### src/sv/lbs_pkg.sv
package lbs_pkg;

  // Sizes of the joint table and the blend matrix.
  localparam int MAX_JOINTS      = 64;
  localparam int INFL_PER_VERTEX = 8;
  localparam int ELEMS           = 12;
  localparam int TABLE_DEPTH     = MAX_JOINTS * ELEMS;
  localparam int TABLE_AW        = $clog2(TABLE_DEPTH);
  localparam int ELEM_W          = $clog2(ELEMS);
  localparam int CNT_W           = $clog2(INFL_PER_VERTEX + 1);

  // Datapath widths.
  localparam int VAL_W   = 32;
  localparam int MUL_B_W = 33;
  localparam int PROD_W  = VAL_W + MUL_B_W;
  localparam int ACC_W   = 48;
  localparam int SUM_W   = 50;

  // Item function codes.
  localparam logic FUNC_WRITE = 1'b0;
  localparam logic FUNC_INFL  = 1'b1;

  typedef struct packed {
    logic              func;
    logic [5:0]        joint_index;
    logic [3:0]        matrix_element;
    logic signed [31:0] matrix_value;
    logic [15:0]       weight;
    logic signed [31:0] pos_x;
    logic signed [31:0] pos_y;
    logic signed [31:0] pos_z;
    logic              last_influence;
    logic [19:0]       vertex_tag;
  } lbs_in_t;

  typedef struct packed {
    logic signed [31:0] out_x;
    logic signed [31:0] out_y;
    logic signed [31:0] out_z;
    logic [19:0]       out_tag;
  } lbs_out_t;

  // Control from the sequencer to the blend accumulator.
  typedef struct packed {
    logic              acc_en;
    logic              xf_en;
    logic [ELEM_W-1:0] idx;
    logic [1:0]        row;
    logic              first;
    logic              last;
    logic              clear;
    logic              rd_en;
    logic [ELEM_W-1:0] rd_idx;
  } lbs_blend_ctrl_t;

  // Saturate a 49-bit sum to the 48-bit accumulator range.
  function automatic logic signed [ACC_W-1:0] sat_acc(input logic signed [ACC_W:0] v);
    logic signed [ACC_W-1:0] r;
    if (v[ACC_W] == v[ACC_W-1]) begin
      r = v[ACC_W-1:0];
    end else if (v[ACC_W]) begin
      r = {1'b1, {(ACC_W-1){1'b0}}};
    end else begin
      r = {1'b0, {(ACC_W-1){1'b1}}};
    end
    return r;
  endfunction

  // Saturate an accumulator element to signed 32 bits.
  function automatic logic signed [VAL_W-1:0] sat_acc32(input logic signed [ACC_W-1:0] v);
    logic signed [VAL_W-1:0] r;
    if ((&v[ACC_W-1:VAL_W-1]) || !(|v[ACC_W-1:VAL_W-1])) begin
      r = v[VAL_W-1:0];
    end else if (v[ACC_W-1]) begin
      r = {1'b1, {(VAL_W-1){1'b0}}};
    end else begin
      r = {1'b0, {(VAL_W-1){1'b1}}};
    end
    return r;
  endfunction

  // Saturate a row sum to signed 32 bits.
  function automatic logic signed [VAL_W-1:0] sat_sum32(input logic signed [SUM_W-1:0] v);
    logic signed [VAL_W-1:0] r;
    if ((&v[SUM_W-1:VAL_W-1]) || !(|v[SUM_W-1:VAL_W-1])) begin
      r = v[VAL_W-1:0];
    end else if (v[SUM_W-1]) begin
      r = {1'b1, {(VAL_W-1){1'b0}}};
    end else begin
      r = {1'b0, {(VAL_W-1){1'b1}}};
    end
    return r;
  endfunction

endpackage

### src/sv/lbs_mul.sv
module lbs_mul import lbs_pkg::*; (
  input  logic                      clk,
  input  logic signed [VAL_W-1:0]   a,
  input  logic signed [MUL_B_W-1:0] b,
  output logic signed [PROD_W-1:0]  p
);

  // The shared signed multiplier, registered at its output.
  always_ff @(posedge clk) begin
    p <= PROD_W'(a) * PROD_W'(b);
  end

endmodule

### config.mk
export PLATFORM = sky130hd
export DESIGN_NAME = lbs_mul
export DESIGN_NICKNAME = d
export VERILOG_FILES = /design/src/sv/lbs_pkg.sv /design/src/sv/lbs_mul.sv
export SDC_FILE = /design/constraint.sdc
export NUM_CORES = 2
export LEC_CHECK = 0
export BUFFER_PORTS_ARGS = -buffer_cell sky130_fd_sc_hd__buf_2
export CAP_MARGIN = 10
export CORE_MARGIN = 3
export CORE_UTILIZATION = 44
export CTS_CLUSTER_SIZE = 8
export DETAILED_ROUTE_END_ITERATION = 8
export GPL_TIMING_DRIVEN = 0
export PLACE_DENSITY_LB_ADDON = 0.08
export SYNTH_ARGS = -nofsm -noshare
export SYNTH_HDL_FRONTEND = slang
export SYNTH_SLANG_ARGS = --single-unit
### constraint.sdc
create_clock -name clk -period 9.31 [get_ports clk]
set_input_delay 0.931 -clock clk [delete_from_list [all_inputs] [get_ports clk]]
set_output_delay 0.931 -clock clk [all_outputs]
set_load 0.05 [all_outputs]
==> After elaboration in Yosys (flattened, before gate mapping) <==
Index checks and enable logic that the tools add are counted.
{ "word_totals": {"regBits": 65, "inputBits": 66, "output_inout_bits": 65, "word_cells": 2} }
{ "op_classes": {"mul": 1} }
{ "op_table": {"columns": ["cell", "count"], "rows": [
  ["$mul 32x33->65", 1]
]} }

==> Depth between registers and ports, before layout <==
{ "depth": {"word_depth": 1, "mapped_depth": 29, "ltp_nobuf": 27} }

==> Least setup slack after synthesis <==
No wires, ideal clock.
{ "synth_timing": {"path_kind": "input-to-reg", "from": "in b[32]", "to": "reg p[64]", "setup_time_ps": 72, "arrival_time_ps": 8203, "t_required_ps": 9238, "setup_slack_ps": 1035, "stages": 26, "path_buffers": 1, "path_cell_list": "clkbuf_1 > nand2_1 > inv_1 > fa_1 > inv_1 > fa_1 > inv_1 > fa_1 > fa_1 > inv_1 > fa_1 > inv_1 > fa_1 > inv_1 > fa_1 > inv_1 > fa_1 > ha_1 > and3_1 > and2_1 > a221o_1 > a22o_1 > a31oi_1 > o311ai_1 > o211ai_1 > xnor2_1"} }
{ "synth_via": {"elab_chain_len": 1} }
{ "synth_lines": {"columns": ["item", "line_no", "text"], "rows": [
  ["from (decl)", "lbs_mul.sv:4", "input logic signed [MUL_B_W-1:0] b,"],
  ["$mul 32x33->65", "lbs_mul.sv:10", "p <= PROD_W'(a) * PROD_W'(b);"],
  ["to (signal assigned)", "lbs_mul.sv:10", null],
  ["to (decl)", "lbs_mul.sv:5", "output logic signed [PROD_W-1:0] p"]
]} }
Every way passes these cells.

==> Final worst setup path <==
{ "layout_timing": {"from": "in b[13]", "to": "reg p[64]"} }
Same word-level chain as after synthesis.

==> metrics.yaml <==
final_nets: 5529
dr_total_vias: 27800
synth_async_sr_flop_share_pct: 0
grt_usage_pct: 32.3
syn_area_um2: 38200
critPathMaxStageDelay_ns: 0.70
top_register: "p"
numCtsBuffers: 9
synth.distinct_cells: 55
drt-vias-per-instance: 5.23
min_period_ns: 9.13
cts_sinks: 65
finalSetupViolCount: 0
dp_hpwl_um: 121000
holdWs_ns: 0.973
firstDrtPassIters: 8
grt_max_degree: 23
path_delay_family: "adder cells"
finalSetupTns_ns: 0
syn_inst: 4014
synth-seq-cells: 65
core_area_um2: 85700
placed_area_um2: 40400
ys_seq_area_share_pct: 3.40
path_class: "primary input to flip-flop"
synthFlopType: "dfxtp_1"
rsz0062_at_grt: "yes"
fmax_mhz: 110
hold_path.class: "primary input to flip-flop"
die-area_um2: 90500
syn_nets: 5378
reg_top3: "p (65)"
synth-edff-count: 0
worst_setup_path_start_kind: "primary input"
drc: 0
yosysWarningCount: 0
wl_per_cell_um: 26.2
crit_required_ns: 9.60
crit_slowest_cell: "clkbuf_1"
cts_tree: "built"
postRouteWirelength_um: 139000
postRouteAntennaNets: 0
finalMaxSlewViolations: 0
hold_viol: 0
status: "finished clean"
antenna_found_initial: 14
grt_pass1_vias: 30100
htreeDepth: 3
relSlewSlack_pct: 22.3
final_core_util_pct: 47.8
cp_num_buf_inv: 6
clk_path_buf_depth: 2
die_w_um: 301
drt_iter0_markers: 2118
cp_common_cell: "fa_1"
cts_root_buffer: "clkbuf_16"
grt_pass1_wl_um: 207000
globalplace.congestion: 1.03
cp_data_arrival_time_ns: 9.42
grt_overflow: 0
drive_gt1_share_pct: 6.72
die_h_um: 301
syn_avg_cell_area_um2: 9.53
cp-end-kind: "flip-flop"
io_buffers: 130
fin_crit_sh_pct: 98.0
start_util_pct: 44.6
syn_to_final_growth_pct: 7.18
io_pins: 131
finalInstanceArea_um2: 41000
maxCapViolations: 0
cts.clk_slew.worst_paths_ns: 0.06
cp_max_fo: 10
worst_slew_pin_slew_ns: 1.17
placementRows: 107
largest_register_ffs: 65
-- routing by layer --
layer	GRT usage [%]	vias up	routed length, µm
met5	0	-	27
met4	12.6	4	7090
met3	4.89	211	10000
met2	53.5	1035	66600
met1	42.8	14900	55300
li1	-	11700	-
-- timing repair --
action                     4_1_cts  5_1_grt
gates cloned                     0        0
hold buffers                     0        0
pin swaps                        1        0
gates resized for setup         67      132
setup endpoints to repair       24       14
setup buffers                    2        4
-- stage by stage --
step                      worst slack, ns  cells
final                               0.182   5318
after floorplan                      1.04   4014
after detailed placement            -2.01   5291
after global placement              -2.04   5288
after CTS                         0.00119   5308
after global routing              -0.0771   5313
-- cell usage after synthesis (3+ instances only) --
| library cell | count | area share [%] |
|---|---|---|
| a2111oi_0 | 3 | 0.069 |
| a211oi_1 | 4 | 0.079 |
| a21o_1 | 30 | 0.59 |
| a21oi_1 | 70 | 0.92 |
| a31oi_1 | 8 | 0.13 |
| and2_1 | 531 | 8.7 |
| and3_1 | 8 | 0.13 |
| clkbuf_1 | 210 | 2.1 |
| dfxtp_1 | 65 | 3.4 |
| fa_1 | 1112 | 58 |
| ha_1 | 186 | 6.1 |
| inv_1 | 989 | 9.7 |
| nand2_1 | 536 | 5.3 |
| nand2b_1 | 11 | 0.18 |
| nand3_1 | 12 | 0.16 |
| nand4_1 | 12 | 0.20 |
| nor2_1 | 47 | 0.46 |
| nor2b_1 | 6 | 0.098 |
| nor3_1 | 5 | 0.065 |
| o211ai_1 | 4 | 0.079 |
| o21a_1 | 6 | 0.12 |
| o21ai_0 | 25 | 0.33 |
| o21ai_1 | 6 | 0.079 |
| o21bai_1 | 12 | 0.24 |
| o31ai_1 | 6 | 0.12 |
| xnor2_1 | 47 | 1.1 |
| xor2_1 | 27 | 0.62 |
-- layout make-up --
class                           instances  area [µm²]
Clock inverter                          4        45.0
Buffer                                211         932
Inverter                              989        3720
Clock buffer                           11         233
Fill cell                            8553       44700
Multi-Input combinational cell       2749       32600
Timing Repair Buffer                  140         753
Sequential cell                        65        1300
Tap cell                             1144        1430
Antenna cell                            5        12.5
-- cells in the final DEF, fill, tap and decap left out, drive strengths merged, types with 7 or more instances in the layout --
cell type  synthesis  final
inv              989    988
buf                1    141
fa              1112   1112
o21bai            13     13
a21o              30     30
a31oi              8      8
xnor2             47     47
nand2b            11     11
xor2              27     27
ha               186    186
o31ai              7      7
o21ai             31     31
dfxtp             65     65
nand4             12     12
a21oi             70     70
nand3             12     12
and2             531    531
clkbuf           210    219
and3               8      8
nand2            536    536
nor2              47     47
-- final timing paths --
| path | endpoint | from | slack, ns | cells past startpoint |
|---|---|---|---|---|
| worst max-delay path | p[64] | b[13] | 0.18 | 26 |
| worst min-delay path | p[0] | a[0] | 0.97 | 2 |
-- logic make-up after synthesis --
logic type,synth area share [%]
compound gates,3.47
xor+xnor,1.69
fa+ha+maj,64.3
flops,3.40
simple gates,15.4
buf+inv,11.8
Power is left out: the tool's default activity adds up to more than one toggle a clock period on the data nets, which glitch-free logic cannot reach.
