## config.mk

```make
export PLATFORM = sky130hd
export DESIGN_NAME = lbs_blend
export DESIGN_NICKNAME = d
export VERILOG_FILES = /design/src/sv/lbs_pkg.sv /design/src/sv/lbs_blend.sv
export SDC_FILE = /design/constraint.sdc
export NUM_CORES = 2
export LEC_CHECK = 0
export ABC_CLOCK_PERIOD_IN_PS = 13100
export BUFFER_PORTS_ARGS = -buffer_cell sky130_fd_sc_hd__buf_2
export CORE_MARGIN = 2
export CORE_UTILIZATION = 25
export CTS_CLUSTER_SIZE = 8
export DETAILED_ROUTE_END_ITERATION = 6
export GPL_TIMING_DRIVEN = 0
export PLACE_DENSITY = 0.45
export SKIP_CTS_REPAIR_TIMING = 1
export SYNTH_ARGS = -nofsm -noshare
export SYNTH_HDL_FRONTEND = slang
export SYNTH_SLANG_ARGS = --single-unit
```

## constraint.sdc

```tcl
create_clock -name clk -period 13.1 [get_ports clk]
set_clock_uncertainty 0.2 [all_clocks]
set_input_delay 2.62 -clock clk [delete_from_list [all_inputs] [get_ports clk]]
set_output_delay 2.62 -clock clk [all_outputs]
set_load 0.005 [all_outputs]
```

## src/sv/lbs_pkg.sv

```systemverilog
package lbs_pkg;

  // Sizes of the joint table and the blend matrix.
  localparam int MAX_JOINTS      = 64;
  localparam int INFL_PER_VERTEX = 8;
  localparam int ELEMS           = 12;
  localparam int TABLE_DEPTH     = MAX_JOINTS * ELEMS;
  localparam int TABLE_AW        = $clog2(TABLE_DEPTH);
  localparam int ELEM_W          = $clog2(ELEMS);
  localparam int CNT_W           = $clog2(INFL_PER_VERTEX + 1);

  // Datapath widths.
  localparam int VAL_W   = 32;
  localparam int MUL_B_W = 33;
  localparam int PROD_W  = VAL_W + MUL_B_W;
  localparam int ACC_W   = 48;
  localparam int SUM_W   = 50;

  // Item function codes.
  localparam logic FUNC_WRITE = 1'b0;
  localparam logic FUNC_INFL  = 1'b1;

  typedef struct packed {
    logic              func;
    logic [5:0]        joint_index;
    logic [3:0]        matrix_element;
    logic signed [31:0] matrix_value;
    logic [15:0]       weight;
    logic signed [31:0] pos_x;
    logic signed [31:0] pos_y;
    logic signed [31:0] pos_z;
    logic              last_influence;
    logic [19:0]       vertex_tag;
  } lbs_in_t;

  typedef struct packed {
    logic signed [31:0] out_x;
    logic signed [31:0] out_y;
    logic signed [31:0] out_z;
    logic [19:0]       out_tag;
  } lbs_out_t;

  // Control from the sequencer to the blend accumulator.
  typedef struct packed {
    logic              acc_en;
    logic              xf_en;
    logic [ELEM_W-1:0] idx;
    logic [1:0]        row;
    logic              first;
    logic              last;
    logic              clear;
    logic              rd_en;
    logic [ELEM_W-1:0] rd_idx;
  } lbs_blend_ctrl_t;

  // Saturate a 49-bit sum to the 48-bit accumulator range.
  function automatic logic signed [ACC_W-1:0] sat_acc(input logic signed [ACC_W:0] v);
    logic signed [ACC_W-1:0] r;
    if (v[ACC_W] == v[ACC_W-1]) begin
      r = v[ACC_W-1:0];
    end else if (v[ACC_W]) begin
      r = {1'b1, {(ACC_W-1){1'b0}}};
    end else begin
      r = {1'b0, {(ACC_W-1){1'b1}}};
    end
    return r;
  endfunction

  // Saturate an accumulator element to signed 32 bits.
  function automatic logic signed [VAL_W-1:0] sat_acc32(input logic signed [ACC_W-1:0] v);
    logic signed [VAL_W-1:0] r;
    if ((&v[ACC_W-1:VAL_W-1]) || !(|v[ACC_W-1:VAL_W-1])) begin
      r = v[VAL_W-1:0];
    end else if (v[ACC_W-1]) begin
      r = {1'b1, {(VAL_W-1){1'b0}}};
    end else begin
      r = {1'b0, {(VAL_W-1){1'b1}}};
    end
    return r;
  endfunction

  // Saturate a row sum to signed 32 bits.
  function automatic logic signed [VAL_W-1:0] sat_sum32(input logic signed [SUM_W-1:0] v);
    logic signed [VAL_W-1:0] r;
    if ((&v[SUM_W-1:VAL_W-1]) || !(|v[SUM_W-1:VAL_W-1])) begin
      r = v[VAL_W-1:0];
    end else if (v[SUM_W-1]) begin
      r = {1'b1, {(VAL_W-1){1'b0}}};
    end else begin
      r = {1'b0, {(VAL_W-1){1'b1}}};
    end
    return r;
  endfunction

endpackage

```

## src/sv/lbs_blend.sv

```systemverilog
module lbs_blend import lbs_pkg::*; (
  input  logic                     clk,
  input  logic                     rst,
  input  lbs_blend_ctrl_t          ctrl,
  input  logic signed [PROD_W-1:0] prod,
  output logic signed [VAL_W-1:0]  opa,
  output logic signed [VAL_W-1:0]  res_x,
  output logic signed [VAL_W-1:0]  res_y,
  output logic signed [VAL_W-1:0]  res_z
);

  logic signed [ACC_W-1:0] acc [ELEMS];
  logic signed [ACC_W:0]   acc_sum;
  logic signed [SUM_W-1:0] xf_term;
  logic signed [SUM_W-1:0] sum;
  logic signed [SUM_W-1:0] sum_next;
  logic signed [VAL_W-1:0] res [3];

  // Weighted term floor(m * w / 2^15) added to one element; row sum with the
  // product shifted down by 16, starting from the saturated translation.
  always_comb begin
    acc_sum = (ACC_W+1)'(acc[ctrl.idx]) + signed'(prod[ACC_W+15:15]);
    xf_term = SUM_W'(signed'(prod[PROD_W-2:16]));
    if (ctrl.first) begin
      sum_next = SUM_W'(sat_acc32(acc[ELEM_W'({ctrl.row, 2'b11})])) + xf_term;
    end else begin
      sum_next = sum + xf_term;
    end
  end

  // Blend accumulator, cleared at reset and after each vertex.
  always_ff @(posedge clk) begin
    if (rst || ctrl.clear) begin
      for (int i = 0; i < ELEMS; i++) begin
        acc[i] <= '0;
      end
    end else if (ctrl.acc_en) begin
      acc[ctrl.idx] <= sat_acc(acc_sum);
    end
  end

  // Transform operand, running row sum and row results.
  always_ff @(posedge clk) begin
    if (ctrl.rd_en) begin
      opa <= sat_acc32(acc[ctrl.rd_idx]);
    end
    if (ctrl.xf_en) begin
      sum <= sum_next;
      if (ctrl.last) begin
        res[ctrl.row] <= sat_sum32(sum_next);
      end
    end
  end

  assign res_x = res[0];
  assign res_y = res[1];
  assign res_z = res[2];

endmodule

```

# Word-level counts from Yosys, hierarchy flattened
# Memories as Yosys holds them, arrays and structs flattened.
# Index checks and enable logic that the tools add are counted.
[totals] mem_bits_rw=672 output_inout_bits=128 ff_bits=82 wordCells=47 memories=2
[memory_table] memory="acc" words=12 word_bits=48 read_ports=3 rd_clocked_by_memory_dff=0 write_ports=12 line_no="lbs_blend.sv:12" text="logic signed [ACC_W-1:0] acc [ELEMS];"
[memory_table] memory="res" words=3 word_bits=32 read_ports=3 rd_clocked_by_memory_dff=0 write_ports=1 line_no="lbs_blend.sv:17" text="logic signed [VAL_W-1:0] res [3];"
[classes] n_eq_ne=1 reduce_logical=14 add_sub_neg=3 muxes=25
[op_table] cell="32-bit 2-to-1 mux" count=9
[op_table] cell="48-bit 2-to-1 mux" count=5
[op_table] cell="50-bit by 48-bit adder with 50-bit output" count=1
[op_table] cell="50-bit 2-to-1 mux" count=1
[op_table] cell="32-bit by 48-bit adder with 49-bit output" count=1
[op_table] cell="48-bit by 49-bit adder with 49-bit output" count=1
[op_table] cell="48-bit OR reduction" count=1
[op_table] cell="17-bit AND reduction" count=2
[op_table] cell="17-bit OR reduction" count=2
[op_table] cell="19-bit AND reduction" count=1
[op_table] cell="19-bit OR reduction" count=1
[op_table] cell="1-bit 2-to-1 mux" count=9
[op_table] cell="1-bit logical OR" count=4
[op_table] cell="4-bit 2-to-1 mux" count=1
[op_table] cell="1-bit zero test" count=3
[op_table] cell="1-bit equality test" count=1

# Longest topological paths before layout
# An unclocked memory read counts as a cell.
[depth] ltp_word=14 mapped_depth=24 mapped_depth_nobuf=20

# Worst setup path before layout
# Ideal clock, no wire load.
[synth_timing] kind="input to register" from="in ctrl[12] in the netlist's numbering" to="mem acc[12][0] (enable)" cell_stages=5 setup_ns=0.573 arrival_ns=8.682 path_slack_ns=3.645 cell_sequence="clkbuf_1 > buf_1 > buf_1 > nand2_1 > nor4_1"
[synth_rtl] element="start: declaration" line_no="lbs_blend.sv:4" text="input lbs_blend_ctrl_t ctrl,"
[synth_rtl] element="end: declaration" line_no="lbs_blend.sv:12"

==> results by group <==
Status
  • Outcome: finished, violations left
  • Failing checks: max-capacitance violations, max-slew violations

STA
  • RSZ-0062 raised after global routing: false
  • Setup violators final: 0
  • Min Clock Period, post-route: 11490 ps
  • Post-route worst setup slack: 1610 ps
  • Post-route clock period utilization: 0.877
  • Pins Over Slew Limit: 21
  • Slew @ Worst Pin: 1510 ps
  • Setup TNS: 0 ps
  • Max Freq: 0.0871 GHz
  • Final hold viol count: 0
  • Rel. slew slack: -0.00802

Die
  • Top Ports: 211
  • # rows: 171
  • Die H: 472 µm
  • Initial core utilization: 0.252
  • Die Wd: 472 µm
  • Die ar.: 223000 µm²
  • Core Region: 218000 µm²

Setup path
  • Critical Setup Path Class: primary input to flop
  • Max stage delay cell, worst path: buf_1
  • Most used cell, CP: clkbuf_1
  • Crit Path Max Fanout: 10
  • Crit path DAT: 11780 ps
  • Worst-path cell chain: clkbuf_1 > clkbuf_1 > buf_1 > mux4_2 > mux4_2 > ha_1 > clkbuf_1 > nand4_1 > nor4_1 > o21ai_1 > or4_1 > a311oi_1 > nor2_1 > xor2_1 > buf_2 > and2_1 > buf_2 > buf_4 > nor2_1
  • Worst EP required: 13400 ps
  • Largest stage delay, worst path: 1060 ps
  • Worst setup SP type: primary input
  • CP Capture Type: flop

Route
  • DR pass1 iterations: 6
  • DR DRC count: 0
  • Avg Vias per Cell: 5.54
  • Vias: 40600
  • Wire per inst: 32.3 µm
  • Detailed Route WL: 237000 µm
  • Post-route ant nets: 0
  • First DRT Iteration DRCs: 5191

Synth
  • Seq/Total Area, Yosys: 0.518
  • Post-synthesis register bit count: 946
  • Yosys top cell area share: 0.518
  • Post-synth EDFFs: 946
  • Mean post-synth cell area: 13.5 µm²
  • Ys flop type: edfxtp_1
  • Top post-synthesis cells by area: edfxtp_1 (52%), mux4_2 (22%), nor2_1 (5.5%), ha_1 (3.3%), a21oi_1 (1.9%)
  • Post-synth cell types: 88
  • Post-synthesis net count: 4290
  • Synth Instances: 4059
  • Post-synth top area cell: edfxtp_1
  • Cell Area, Synth: 54800 µm²
  • Ys async rst share: 0
  • Yosys warnings: 0

Power and ir drop
  • Pwr/cell area: 151 nW/µm²
  • Pleak: 23.6 nW
  • Worst vdd ir: 0.152 mV

Layout
  • Design Area, Final: 64100 µm²
  • P&R area growth vs syn: 17.0%
  • Nets: 4665
  • Layout Utilization: 0.295
  • Layout cells sized above 1: 0.256

Global route
  • Vias in the first global route: 40500
  • Initial antenna violation count: 17
  • Largest net degree at the start of global routing: 52
  • Global route total overflow: 0
  • First-pass GRT wire length: 323000 µm
  • GRT Util Overall: 0.207

Placed design
  • Final HPWL DP: 167000 µm
  • GP Congestion: 0.913
  • Worst slack, placed: 1060 ps
  • PortBufs: 185
  • Placed instance area: 60200 µm²

CTS
  • CTS root buffer: clkbuf_16
  • CTS tree: done
  • Clk slew on worst S/H paths: 60 ps
  • TritonCTS buffer count: 138
  • # H-tree levels: 4
  • Clock latency on the worst-skew pair: 810 ps
  • Num Clock Sinks: 946
  • Clk buf depth: 3

Hold path
  • Hold Path Class: flop to flop

Flow run
  • Maxcap violations: 4
[cells in the final DEF, fill, tap and decap left out, drive strengths merged, types with 7 or more instances in the layout]
master / netlist / layout
inv: 83 / 87
o21ai: 106 / 106
xor2: 66 / 66
o21bai: 23 / 23
a21oi: 216 / 216
maj3: 10 / 10
nor3b: 7 / 7
xnor2: 53 / 53
nor3: 35 / 35
nand4: 49 / 49
a2111oi: 7 / 7
nor4: 25 / 25
mux4: 528 / 528
or2: 14 / 14
and4: 8 / 8
a21boi: 10 / 10
clkinv: 0 / 17
a211oi: 14 / 14
nor2: 828 / 828
o211ai: 17 / 17
or3: 13 / 13
o21a: 11 / 11
nand3: 49 / 49
o31ai: 9 / 9
nand2: 215 / 215
edfxtp: 946 / 946
a31oi: 30 / 30
nor2b: 22 / 22
mux2i: 14 / 14
ha: 145 / 145
nand2b: 9 / 9
buf: 139 / 373
a41oi: 9 / 9
and2: 7 / 7
a21o: 90 / 90
clkbuf: 161 / 303
and3: 13 / 13
[worst paths after layout]
path / slack [ps] / startpoint / end / depth (start not counted)
worst max-delay path: 1610 / ctrl[11] / acc[13][22]$_DFFE_PP_ / 19
worst min-delay path: 550 / sum[0]$_DFFE_PP_ / sum[0]$_DFFE_PP_ / 3
worst max register to register: 5060 / acc[11][45]$_SDFFCE_PN0P_ / res[2][9]$_DFFE_PP_ / 22
worst min register to register: 550 / sum[0]$_DFFE_PP_ / sum[0]$_DFFE_PP_ / 3
[state kept, by name, indices dropped and copies added (netlist names)]
signal / cells
opa: 32
sum: 50
acc: 768
res: 96
[metal layers]
layer,wire length [µm],global-route usage,up-vias,share of wire
met5,230,0,-,0.00097
met4,10200,0.0814,10,0.043
met3,23100,0.0481,502,0.098
met2,110000,0.334,2451,0.46
met1,93600,0.269,21100,0.40
li1,-,-,16500,-
[worst max-delay path: cells and delay by family]
kind,cells,cell delay (ps)
AOI/OAI and AO/OA,2,770
xor gates and xnor gates,1,1010
adders and majority gates,1,290
buffers and inverters,7,3730
muxes,2,950
and+or+nand+nor,6,2360
[cell families after synthesis]
group | synth area share
fa+ha+maj | 0.0362
buf+inv | 0.0300
simple gates | 0.104
xor+xnor | 0.0190
compound gates | 0.0722
mux | 0.220
flops | 0.518
[final cells by class]
class,count,area [µm²]
clock buffer,141,3460
multi-input combinational,2730,24900
timing repair buffer,235,1740
antenna,5,12.5
inverter,83,314
fill,21900,153000
clock inverter,22,344
sequential,946,28400
tap,2854,3570
buffer,300,1360
[through the flow]
step / hold WS, ps / power [mW] / std cells
after floorplan: 427 / 5.42 / 4059
after global placement: 521 / 6.36 / 7098
after detailed placement: 525 / 6.37 / 7142
after CTS: 544 / 9.70 / 7305
after global routing: 611 / 10.0 / 7313
final: 552 / 9.71 / 7316
[synthesized netlist by cell type, types with 12 or more instances]
master	instances
clkbuf_1	157
nor4_1	25
nor2b_1	22
mux2i_1	14
o21ai_1	12
nor2_4	18
o211ai_1	16
xor2_1	66
a21oi_1	205
buf_2	76
ha_1	145
nor2_1	805
o21bai_1	23
buf_1	40
buf_4	18
edfxtp_1	946
xnor2_1	53
nand2_1	214
o21ai_0	94
or3_1	13
a211oi_1	13
and3_1	13
mux4_2	528
a21o_1	90
inv_1	82
nand4_1	49
nor3_1	35
nand3_1	39
a31oi_1	30
[where the power goes]
part / internal [mW] / switching, mW / total [mW]
registers: 3.64 / 0.0739 / 3.72
clock network: 1.90 / 1.43 / 3.34
logic: 0.843 / 1.81 / 2.65
total: 6.39 / 3.32 / 9.71
Note: power is estimated with default switching activity, not from simulation.
